`config.mk`:
```
export PLATFORM = sky130hd
export DESIGN_NAME = text_encoding_detector
export DESIGN_NICKNAME = d
export VERILOG_FILES = /design/src/tedet_pkg.sv /design/src/tedet_scan.sv /design/src/tedet_classify.sv /design/src/text_encoding_detector.sv
export SDC_FILE = /design/constraint.sdc
export NUM_CORES = 1
export LEC_CHECK = 0
export BUFFER_PORTS_ARGS = -buffer_cell sky130_fd_sc_hd__buf_2
export CAP_MARGIN = 30
export CORE_ASPECT_RATIO = 0.9
export CORE_MARGIN = 5
export CORE_UTILIZATION = 40
export DETAILED_ROUTE_END_ITERATION = 6
export PLACE_DENSITY_LB_ADDON = 0.05
export SKIP_CTS_REPAIR_TIMING = 1
export SYNTH_ARGS = -nofsm -noshare
export SYNTH_HDL_FRONTEND = slang
export SYNTH_SLANG_ARGS = --single-unit
```
`constraint.sdc`:
```
create_clock -name clk -period 2.34 [get_ports clk]
set_input_delay 0.468 -clock clk [delete_from_list [all_inputs] [get_ports clk]]
set_output_delay 0.468 -clock clk [all_outputs]
set_load 0.05 [all_outputs]
```
`src/tedet_pkg.sv`:
```
// Package: shared state type, encoding codes and byte constants of the text encoding detector.
package tedet_pkg;

	// Encoding result codes.
	localparam logic [2:0] ENC_U16BE_MARK = 3'd0;
	localparam logic [2:0] ENC_U16LE_MARK = 3'd1;
	localparam logic [2:0] ENC_UTF8_MARK  = 3'd2;
	localparam logic [2:0] ENC_U16BE_BARE = 3'd3;
	localparam logic [2:0] ENC_UTF8       = 3'd4;
	localparam logic [2:0] ENC_ASCII7     = 3'd5;
	localparam logic [2:0] ENC_8BIT       = 3'd6;

	// Byte-order mark bytes.
	localparam logic [7:0] BOM_U8_0  = 8'hEF;
	localparam logic [7:0] BOM_U8_1  = 8'hBB;
	localparam logic [7:0] BOM_U8_2  = 8'hBF;
	localparam logic [7:0] BOM_U16_HI = 8'hFE;
	localparam logic [7:0] BOM_U16_LO = 8'hFF;
	localparam logic [7:0] BYTE_NUL   = 8'h00;

	// Continuation byte pattern 10xxxxxx.
	localparam logic [7:0] CONT_MASK  = 8'hC0;
	localparam logic [7:0] CONT_VALUE = 8'h80;

	// Number of leading bytes kept for the mark tests.
	localparam int unsigned HEAD_DEPTH = 3;

	typedef struct packed {
		logic [HEAD_DEPTH-1:0][7:0] head;        // first bytes of the buffer
		logic [1:0]                 bytes_seen;  // saturates at three
		logic                       all_seven;   // still pure 7-bit ASCII
		logic                       utf8_good;   // UTF-8 scan has not failed
		logic                       stopped;     // scan ended early
		logic [1:0]                 cont_left;   // continuation bytes owed
		logic                       seq_bad;     // current sequence has a bad byte
	} scan_state_t;

	localparam scan_state_t STATE_RESET = '{
		head:       '0,
		bytes_seen: 2'd0,
		all_seven:  1'b1,
		utf8_good:  1'b1,
		stopped:    1'b0,
		cont_left:  2'd0,
		seq_bad:    1'b0
	};

endpackage

```
`src/tedet_scan.sv`:
```
// Next-state logic: head byte capture and one step of the UTF-8 scan.
module tedet_scan (
	input  logic [7:0]            data_byte,
	input  tedet_pkg::scan_state_t cur,
	output tedet_pkg::scan_state_t nxt
);
	import tedet_pkg::*;

	logic       cont_ok;
	logic [1:0] cont_dec;
	logic       bad_now;

	assign cont_ok  = (data_byte & CONT_MASK) == CONT_VALUE;
	assign cont_dec = cur.cont_left - 2'd1;
	assign bad_now  = cur.seq_bad | ~cont_ok;

	always_comb begin
		nxt = cur;

		// Keep the first three bytes for the mark tests.
		if (cur.bytes_seen != 2'd3) begin
			nxt.head[cur.bytes_seen] = data_byte;
			nxt.bytes_seen = cur.bytes_seen + 2'd1;
		end

		if (!cur.stopped) begin
			if (cur.cont_left != 2'd0) begin
				// Continuation bytes are judged together when the sequence ends.
				nxt.seq_bad   = bad_now;
				nxt.cont_left = cont_dec;
				if (cont_dec == 2'd0 && bad_now) begin
					nxt.utf8_good = 1'b0;
					nxt.stopped   = 1'b1;
				end
			end else begin
				case (data_byte) inside
					[8'h01:8'h7F]: begin
					end
					[8'hC0:8'hDF]: begin
						nxt.all_seven = 1'b0;
						nxt.cont_left = 2'd1;
						nxt.seq_bad   = 1'b0;
					end
					[8'hE0:8'hEF]: begin
						nxt.all_seven = 1'b0;
						nxt.cont_left = 2'd2;
						nxt.seq_bad   = 1'b0;
					end
					default: begin
						// NUL, stray continuation or a lead of F0 and above.
						nxt.all_seven = 1'b0;
						nxt.utf8_good = 1'b0;
						nxt.stopped   = 1'b1;
					end
				endcase
			end
		end
	end

endmodule

```
`src/tedet_classify.sv`:
```
// Final classification of a buffer from its scan state.
module tedet_classify (
	input  tedet_pkg::scan_state_t st,
	output logic [2:0]             encoding
);
	import tedet_pkg::*;

	logic two_plus;
	logic three;

	assign two_plus = st.bytes_seen > 2'd1;
	assign three    = st.bytes_seen == 2'd3;

	always_comb begin
		if (two_plus && st.head[0] == BOM_U16_HI && st.head[1] == BOM_U16_LO) begin
			encoding = ENC_U16BE_MARK;
		end else if (two_plus && st.head[0] == BOM_U16_LO && st.head[1] == BOM_U16_HI) begin
			encoding = ENC_U16LE_MARK;
		end else if (three && st.head[0] == BOM_U8_0 && st.head[1] == BOM_U8_1
				&& st.head[2] == BOM_U8_2) begin
			encoding = ENC_UTF8_MARK;
		end else if (two_plus && st.head[0] == BYTE_NUL && st.head[1] != BYTE_NUL) begin
			encoding = ENC_U16BE_BARE;
		end else if (st.all_seven) begin
			encoding = ENC_ASCII7;
		end else if (st.utf8_good) begin
			encoding = ENC_UTF8;
		end else begin
			encoding = ENC_8BIT;
		end
	end

endmodule

```
`src/text_encoding_detector.sv`:
```
// Top level of the text encoding detector: input register, scan state and result register.
// The detector takes a text buffer one byte per beat on the input channel, with last_byte
// high on the final byte, and delivers one encoding beat per buffer: a byte-order mark
// (UTF-16 BE, UTF-16 LE, UTF-8) if the buffer opens with one, UTF-16 BE without a mark if
// it opens with a NUL and then a non-NUL byte, and otherwise 7-bit ASCII, UTF-8 or 8-bit
// text as decided by a running UTF-8 scan. A byte is taken every clock cycle unless a final
// byte waits in the input register, and a buffer's result is written to the result register
// when its final byte leaves the input register.
// Each byte passes through one input register, and the scan update and classification sit
// in combinational compares between that register and the scan state and result
// registers. While a result waits on the output the detector keeps taking bytes; only the
// final byte of a following buffer is held in the input register until the waiting result
// is taken. After each final byte the scan state returns to its reset values, so buffers
// follow each other without gaps.
module text_encoding_detector (
	input  logic       clk,
	input  logic       arst_n,
	input  logic       in_valid,
	output logic       in_ready,
	input  logic [7:0] data_byte,
	input  logic       last_byte,
	output logic       out_valid,
	input  logic       out_ready,
	output logic [2:0] encoding
);
	import tedet_pkg::*;

	// Input register.
	logic        valid_s1;
	logic [7:0]  byte_s1;
	logic        last_s1;

	// Scan state and result register.
	scan_state_t state_q;
	scan_state_t state_next;
	logic        out_valid_q;
	logic [2:0]  encoding_q;
	logic [2:0]  encoding_next;

	logic        out_free;
	logic        adv_s1;
	logic        take_in;

	// A non-final byte never produces a result, so it always moves on; a final byte needs
	// the result register to be free or emptied in this cycle.
	assign out_free = !out_valid_q || out_ready;
	assign adv_s1   = valid_s1 && (!last_s1 || out_free);
	assign in_ready = !valid_s1 || adv_s1;
	assign take_in  = in_valid && in_ready;

	tedet_scan u_scan (
		.data_byte (byte_s1),
		.cur       (state_q),
		.nxt       (state_next)
	);

	tedet_classify u_classify (
		.st       (state_next),
		.encoding (encoding_next)
	);

	always_ff @(posedge clk or negedge arst_n) begin
		if (!arst_n) begin
			valid_s1 <= 1'b0;
		end else if (in_ready) begin
			valid_s1 <= in_valid;
		end
	end

	always_ff @(posedge clk) begin
		if (take_in) begin
			byte_s1 <= data_byte;
			last_s1 <= last_byte;
		end
	end

	// The scan state is cleared after a final byte, ready for the next buffer.
	always_ff @(posedge clk or negedge arst_n) begin
		if (!arst_n) begin
			state_q <= STATE_RESET;
		end else if (adv_s1) begin
			state_q <= last_s1 ? STATE_RESET : state_next;
		end
	end

	always_ff @(posedge clk or negedge arst_n) begin
		if (!arst_n) begin
			out_valid_q <= 1'b0;
		end else if (adv_s1 && last_s1) begin
			out_valid_q <= 1'b1;
		end else if (out_ready) begin
			out_valid_q <= 1'b0;
		end
	end

	always_ff @(posedge clk) begin
		if (adv_s1 && last_s1) begin
			encoding_q <= encoding_next;
		end
	end

	assign out_valid = out_valid_q;
	assign encoding  = encoding_q;

endmodule

```
[Yosys cells after proc, flatten, opt, wreduce, memory -nomap -nowiden]
Cells that the tools add are included.
Widths: inputs -> output; s select.
Storage, ports and cells
  input port bits: 13
  output and inout bits: 5
  register bits: 46
Cells by class
  order comparisons: 9
  bitwise logic cells: 2
  reduce and logical (&&, ||, !) cells: 32
  equal/unequal tests: 12
  add/subtract/negate cells: 2
  muxes and demuxes: 23
Operators by type and width (number)
  $eq 8x8->1 const B: 7
  $mux 32: 1
  $mux 26: 1
  $bwmux 24: 1
  $logic_and 1x1->1: 17
  $demux 8 s2: 1
  $ge 8x8->1 const B: 2
  $le 8x8->1 const B: 2
  $mux 2: 8
  $mux 3: 3
  $ge 8x1->1 const B: 1
  $le 8x7->1 const B: 1
  $logic_not 8->1: 1
  $mux 8: 1
  $reduce_bool 8->1: 1
  $mux 6: 1
  $mux 1: 5
  $mux 5: 1
  $eq 2x2->1 const B: 2
  $ne 2x2->1 const B: 2
  $reduce_and 4->1: 1
  $reduce_bool 2->1: 2
  $reduce_bool 4->1: 1
  $reduce_or 4->1: 1
  other kinds (12): 16

[Depth between registers and ports, before layout]
  word-level depth: 12
  mapped depth: 8

[By module]
A second synthesis with hierarchy kept.
Unflattened totals
  cell total of the unflattened synthesis: 294
  area, all modules: 3020.4 sq um
By module, submodules not included
  text_encoding_detector: cells each 203, area an instance 2298.5 sq um, times used 1
  tedet_scan: cells each 60, area an instance 504.2 sq um, times used 1
  tedet_classify: cells each 31, area an instance 217.7 sq um, times used 1

[Worst setup path after synthesis]
OpenSTA, ideal clock, no wires.
  path kind: reg-to-reg
  start point: register out_valid_q (netlist: out_valid)
  end point: register byte_s1[0], enable pin
  data arrival time: 1784 ps
  cell stages (with the launch flop): 3
  buffers on the path: 0
  setup slack: 272 ps
  path through: dfrtp_1 -> nand4b_1 -> and2_1
Between the ends
  word-level cells in the longest chain between the ends: 6
RTL lines
  start, declared: RTL line text_encoding_detector.sv:36  | logic out_valid_q;
  start signal, assigned: RTL line text_encoding_detector.sv:88  | out_valid_q <= 1'b0;
  start signal, assigned: RTL line text_encoding_detector.sv:90  | out_valid_q <= 1'b1;
  start signal, assigned: RTL line text_encoding_detector.sv:92  | out_valid_q <= 1'b0;
  $logic_not 1->1: RTL line text_encoding_detector.sv:46  | assign out_free = !out_valid_q || out_ready;
  $logic_or 1x1->1: RTL line text_encoding_detector.sv:46
  $logic_or 1x1->1: RTL line text_encoding_detector.sv:47  | assign adv_s1 = valid_s1 && (!last_s1 || out_free);
  $logic_and 1x1->1: RTL line text_encoding_detector.sv:47
  $logic_or 1x1->1: RTL line text_encoding_detector.sv:48  | assign in_ready = !valid_s1 || adv_s1;
  named net in_ready: RTL line text_encoding_detector.sv:19  | output logic in_ready,
  $logic_and 1x1->1: RTL line text_encoding_detector.sv:49  | assign take_in = in_valid && in_ready;
  named net take_in: RTL line text_encoding_detector.sv:42  | logic take_in;
  end signal, assigned: RTL line text_encoding_detector.sv:72  | byte_s1 <= data_byte;
  end, declared: RTL line text_encoding_detector.sv:30  | logic [7:0] byte_s1;
The timed path passes the listed nets, and every way through them passes these cells.
A chain may end at the register's enable or synchronous reset.

[Final worst setup path]
  start point: register state_q[6] (netlist bit)
  end point: register encoding_q[0] (netlist: encoding[0]), data pin
Between the ends
  word-level cells in the longest chain between the ends: 12
  elaborated cells on any way between the ends: 32
  classes of those cells: add/sub: 1; order compare: 3; eq/ne: 9; mux: 7; reduce/logical: 12
RTL lines
  start, declared: RTL line text_encoding_detector.sv:34  | scan_state_t state_q;
  start signal, assigned: RTL line text_encoding_detector.sv:82  | state_q <= last_s1 ? STATE_RESET : state_next;
  $lt 2x3->1 (implied by the code) / $ge 2x1->1 (equally long branches): RTL line tedet_scan.sv:22  | nxt.head[cur.bytes_seen] = data_byte;
  $logic_and 1x1->1 (implied by the code): RTL line tedet_scan.sv:22
  $mux 8 (implied by the code): RTL line tedet_scan.sv:22
  $demux 8 s2
  $bwmux 24: RTL line tedet_scan.sv:22
  $mux 26 (*): RTL line tedet_scan.sv:21  | if (cur.bytes_seen != 2'd3) begin
  $logic_not 8->1 / $eq 8x8->1 (equally long branches): RTL line tedet_classify.sv:22, tedet_classify.sv:19
  $logic_and 1x1->1, on equally long branches (2 in series): RTL line tedet_classify.sv:22, tedet_classify.sv:19
  $mux 2 / $logic_and 1x1->1 (equally long branches): RTL line tedet_classify.sv:22, tedet_classify.sv:20
  $mux 2: RTL line tedet_classify.sv:19  | end else if (three && st.head[0] == BOM_U8_0 && st.head[1] == BOM_U8_1
  $mux 1: RTL line tedet_classify.sv:17  | end else if (two_plus && st.head[0] == BOM_U16_LO && st.head[1] == BOM_U16_HI) begin
  end signal, assigned: RTL line text_encoding_detector.sv:98  | encoding_q <= encoding_next;
  end, declared: RTL line text_encoding_detector.sv:37  | logic [2:0] encoding_q;
Every way passes the cells marked *; elsewhere a longest branch is shown, timed or not.

==> metrics.cfg <==
[detailed_routing]
ant_nets=0
drt_iter0_drc=87
route.detailed.drc=0
wl_mm=5.75
routed-wl-met2_mm=2.52
top_layer=met4
vias=1888
vias_per_cell=5.55
dr.pass1.iters=4
wl_per_cell_um=16.9
drt-met1-wl_mm=2.91
route.met3.wl_um=261

[sta]
fmax_mhz=452
rsz0062_at_grt=no
fin_skew_ns=0.00972
worstMarginPinSlew_ns=0.791
slew_viol_final=0
timing.slew.headroom=0.473
finalSetupViolCount=0
finalCritPeriodShare=0.945
layout_setup_ws_ns=0.129
final.setup.tns_ns=0
finalCriticalPeriod_ns=2.21
finalHoldViolations=0

[global_routing]
grt_max_degree=35
grt_pass1_wl_mm=9.81
gr-total-overflow=0
antenna_found_initial=0
track_usage=0.178
grt_pass1_vias=1920

[final_layout]
final_common_cell=nand2_1
drive_above_1_share=0.156
diodes=0
areaGrowthSynthToFinish_pct=14.4
layout_common_cells=nand2_1, dfrtp_1, o21ai_0, a22oi_1, nor2_1
nets=282

[floorplanning]
die_y_um=81.7
die-area_um2=7320
floorplan.initialDensity=0.408
core_area_um2=5600
ios=18
dieWidth_um=89.6
rows=26

[clocking]
insertion_delay_ns=0.30
cts_max_path_buffers=2
root_buffer=clkbuf_8
numCtsBuffers=5
htreeDepth=2
clk_pin_slew_worst_paths_ns=0.09
cts_tree=done
numClockSinks=46

[synth]
synth-edff-count=12
syn_avg_cell_area_um2=9.39
ys_ff_latch=46
ys_seq_area_frac=0.532
synth_nets=256
synth_cell_type_count=41
synth_ff_type=dfrtp_1
syn-instance-count=243
async_flop_share=0.739
synth_area_um2=2280
ys_warn_count=0

[place]
pre_cts_ws_ns=0.172
port_buffers=17
dp_hpwl_mm=4.05
globalplace.congestion=0.838

[worst_setup_path]
cp-start-kind=register
crit_fanout=8
required_ns=2.39
path_class=reg -> reg
critPathCaptureType=register
r2r-end=encoding[0]
rrSetupSlack_ns=0.13
worstPathArrival_ns=2.26
timing.rr.start=state_q[6]
critPathLaunch=state_q[6]
rr_worst_depth=6

[power]
ir_drop_mv=0.415
leakagePower_nw=1.08
p_per_area_nw_per_um2=938

[flow_run]
cap_violations=0

[outcome]
run_status=complete, no violations

[min_path]
min-delay-path-class=in -> async

-- flip-flops by register name (all words and copies together) (netlist names) --
register,flops
state_q,32
byte_s1,8
out_valid,1
encoding,3
valid_s1,1
last_s1,1
-- per-stage QoR --
step | cells | util | total power, mW | instance area (µm²) | hold WS, ns
after floorplan | 243 | - | 1.72 | 2280 | 0.172
after global placement | 331 | 0.449 | 1.97 | 2510 | 0.464
after detailed placement | 331 | 0.449 | 1.97 | 2510 | 0.472
after CTS | 339 | 0.464 | 2.45 | 2590 | 0.272
after global routing | 340 | 0.466 | 2.64 | 2610 | 0.314
final | 340 | 0.466 | 2.45 | 2610 | 0.243
-- critical path, stage by stage, from the launching register on --
cell      delay, ns
dfrtp_1        0.45
or2_1          0.24
or3_1          0.34
a222oi_1       0.38
nand3_1        0.19
o311ai_1       0.26
o21ai_1        0.10
-- report_power, final --
part / internal [mW] / switching (mW)
Clock: 0.205 / 0.275
Sequential: 1.04 / 0.203
Combinational: 0.324 / 0.404
-- worst max path at each step --
stage	endpoint	depth (start not counted)
finish	encoding[0]	6
global route	encoding[0]	6
CTS	encoding[0]	6
detailed placement	encoding[0]	6
global placement	encoding[0]	6
floorplan	byte_s1[0]	2
-- routing by layer --
layer  track usage  vias to the layer above
li1              -                      937
met1         0.268                      905
met2         0.257                       42
met3        0.0311                        4
met4        0.0565                        0
met5             0                        -
-- cell usage after synthesis, types with 5 or more instances --
cell	count	area (µm²)
nand2_1	43	161
dfrtp_1	32	801
o21ai_0	28	140
a22oi_1	24	180
nor2_1	18	67.6
edfxtp_1	12	360
clkbuf_1	10	37.5
nand3_1	9	45.0
inv_1	5	18.8
nand2b_1	5	31.3
-- kinds of logic after synthesis --
group,Yosys count,share of synthesized area
compound gates,75,0.213
mux,4,0.0175
buf+inv,19,0.0334
simple gates,99,0.204
flops,46,0.532
-- area by class of cell --
class	instances	area [µm²]
tap	70	87.6
sequential	46	1210
timing repair buffer	33	205
clock buffer	5	68.8
inverter	5	18.8
multi-input combinational	178	1000
fill	528	2990
clock inverter	3	16.3
No activity file was read; power rests on OpenSTA's default activity.
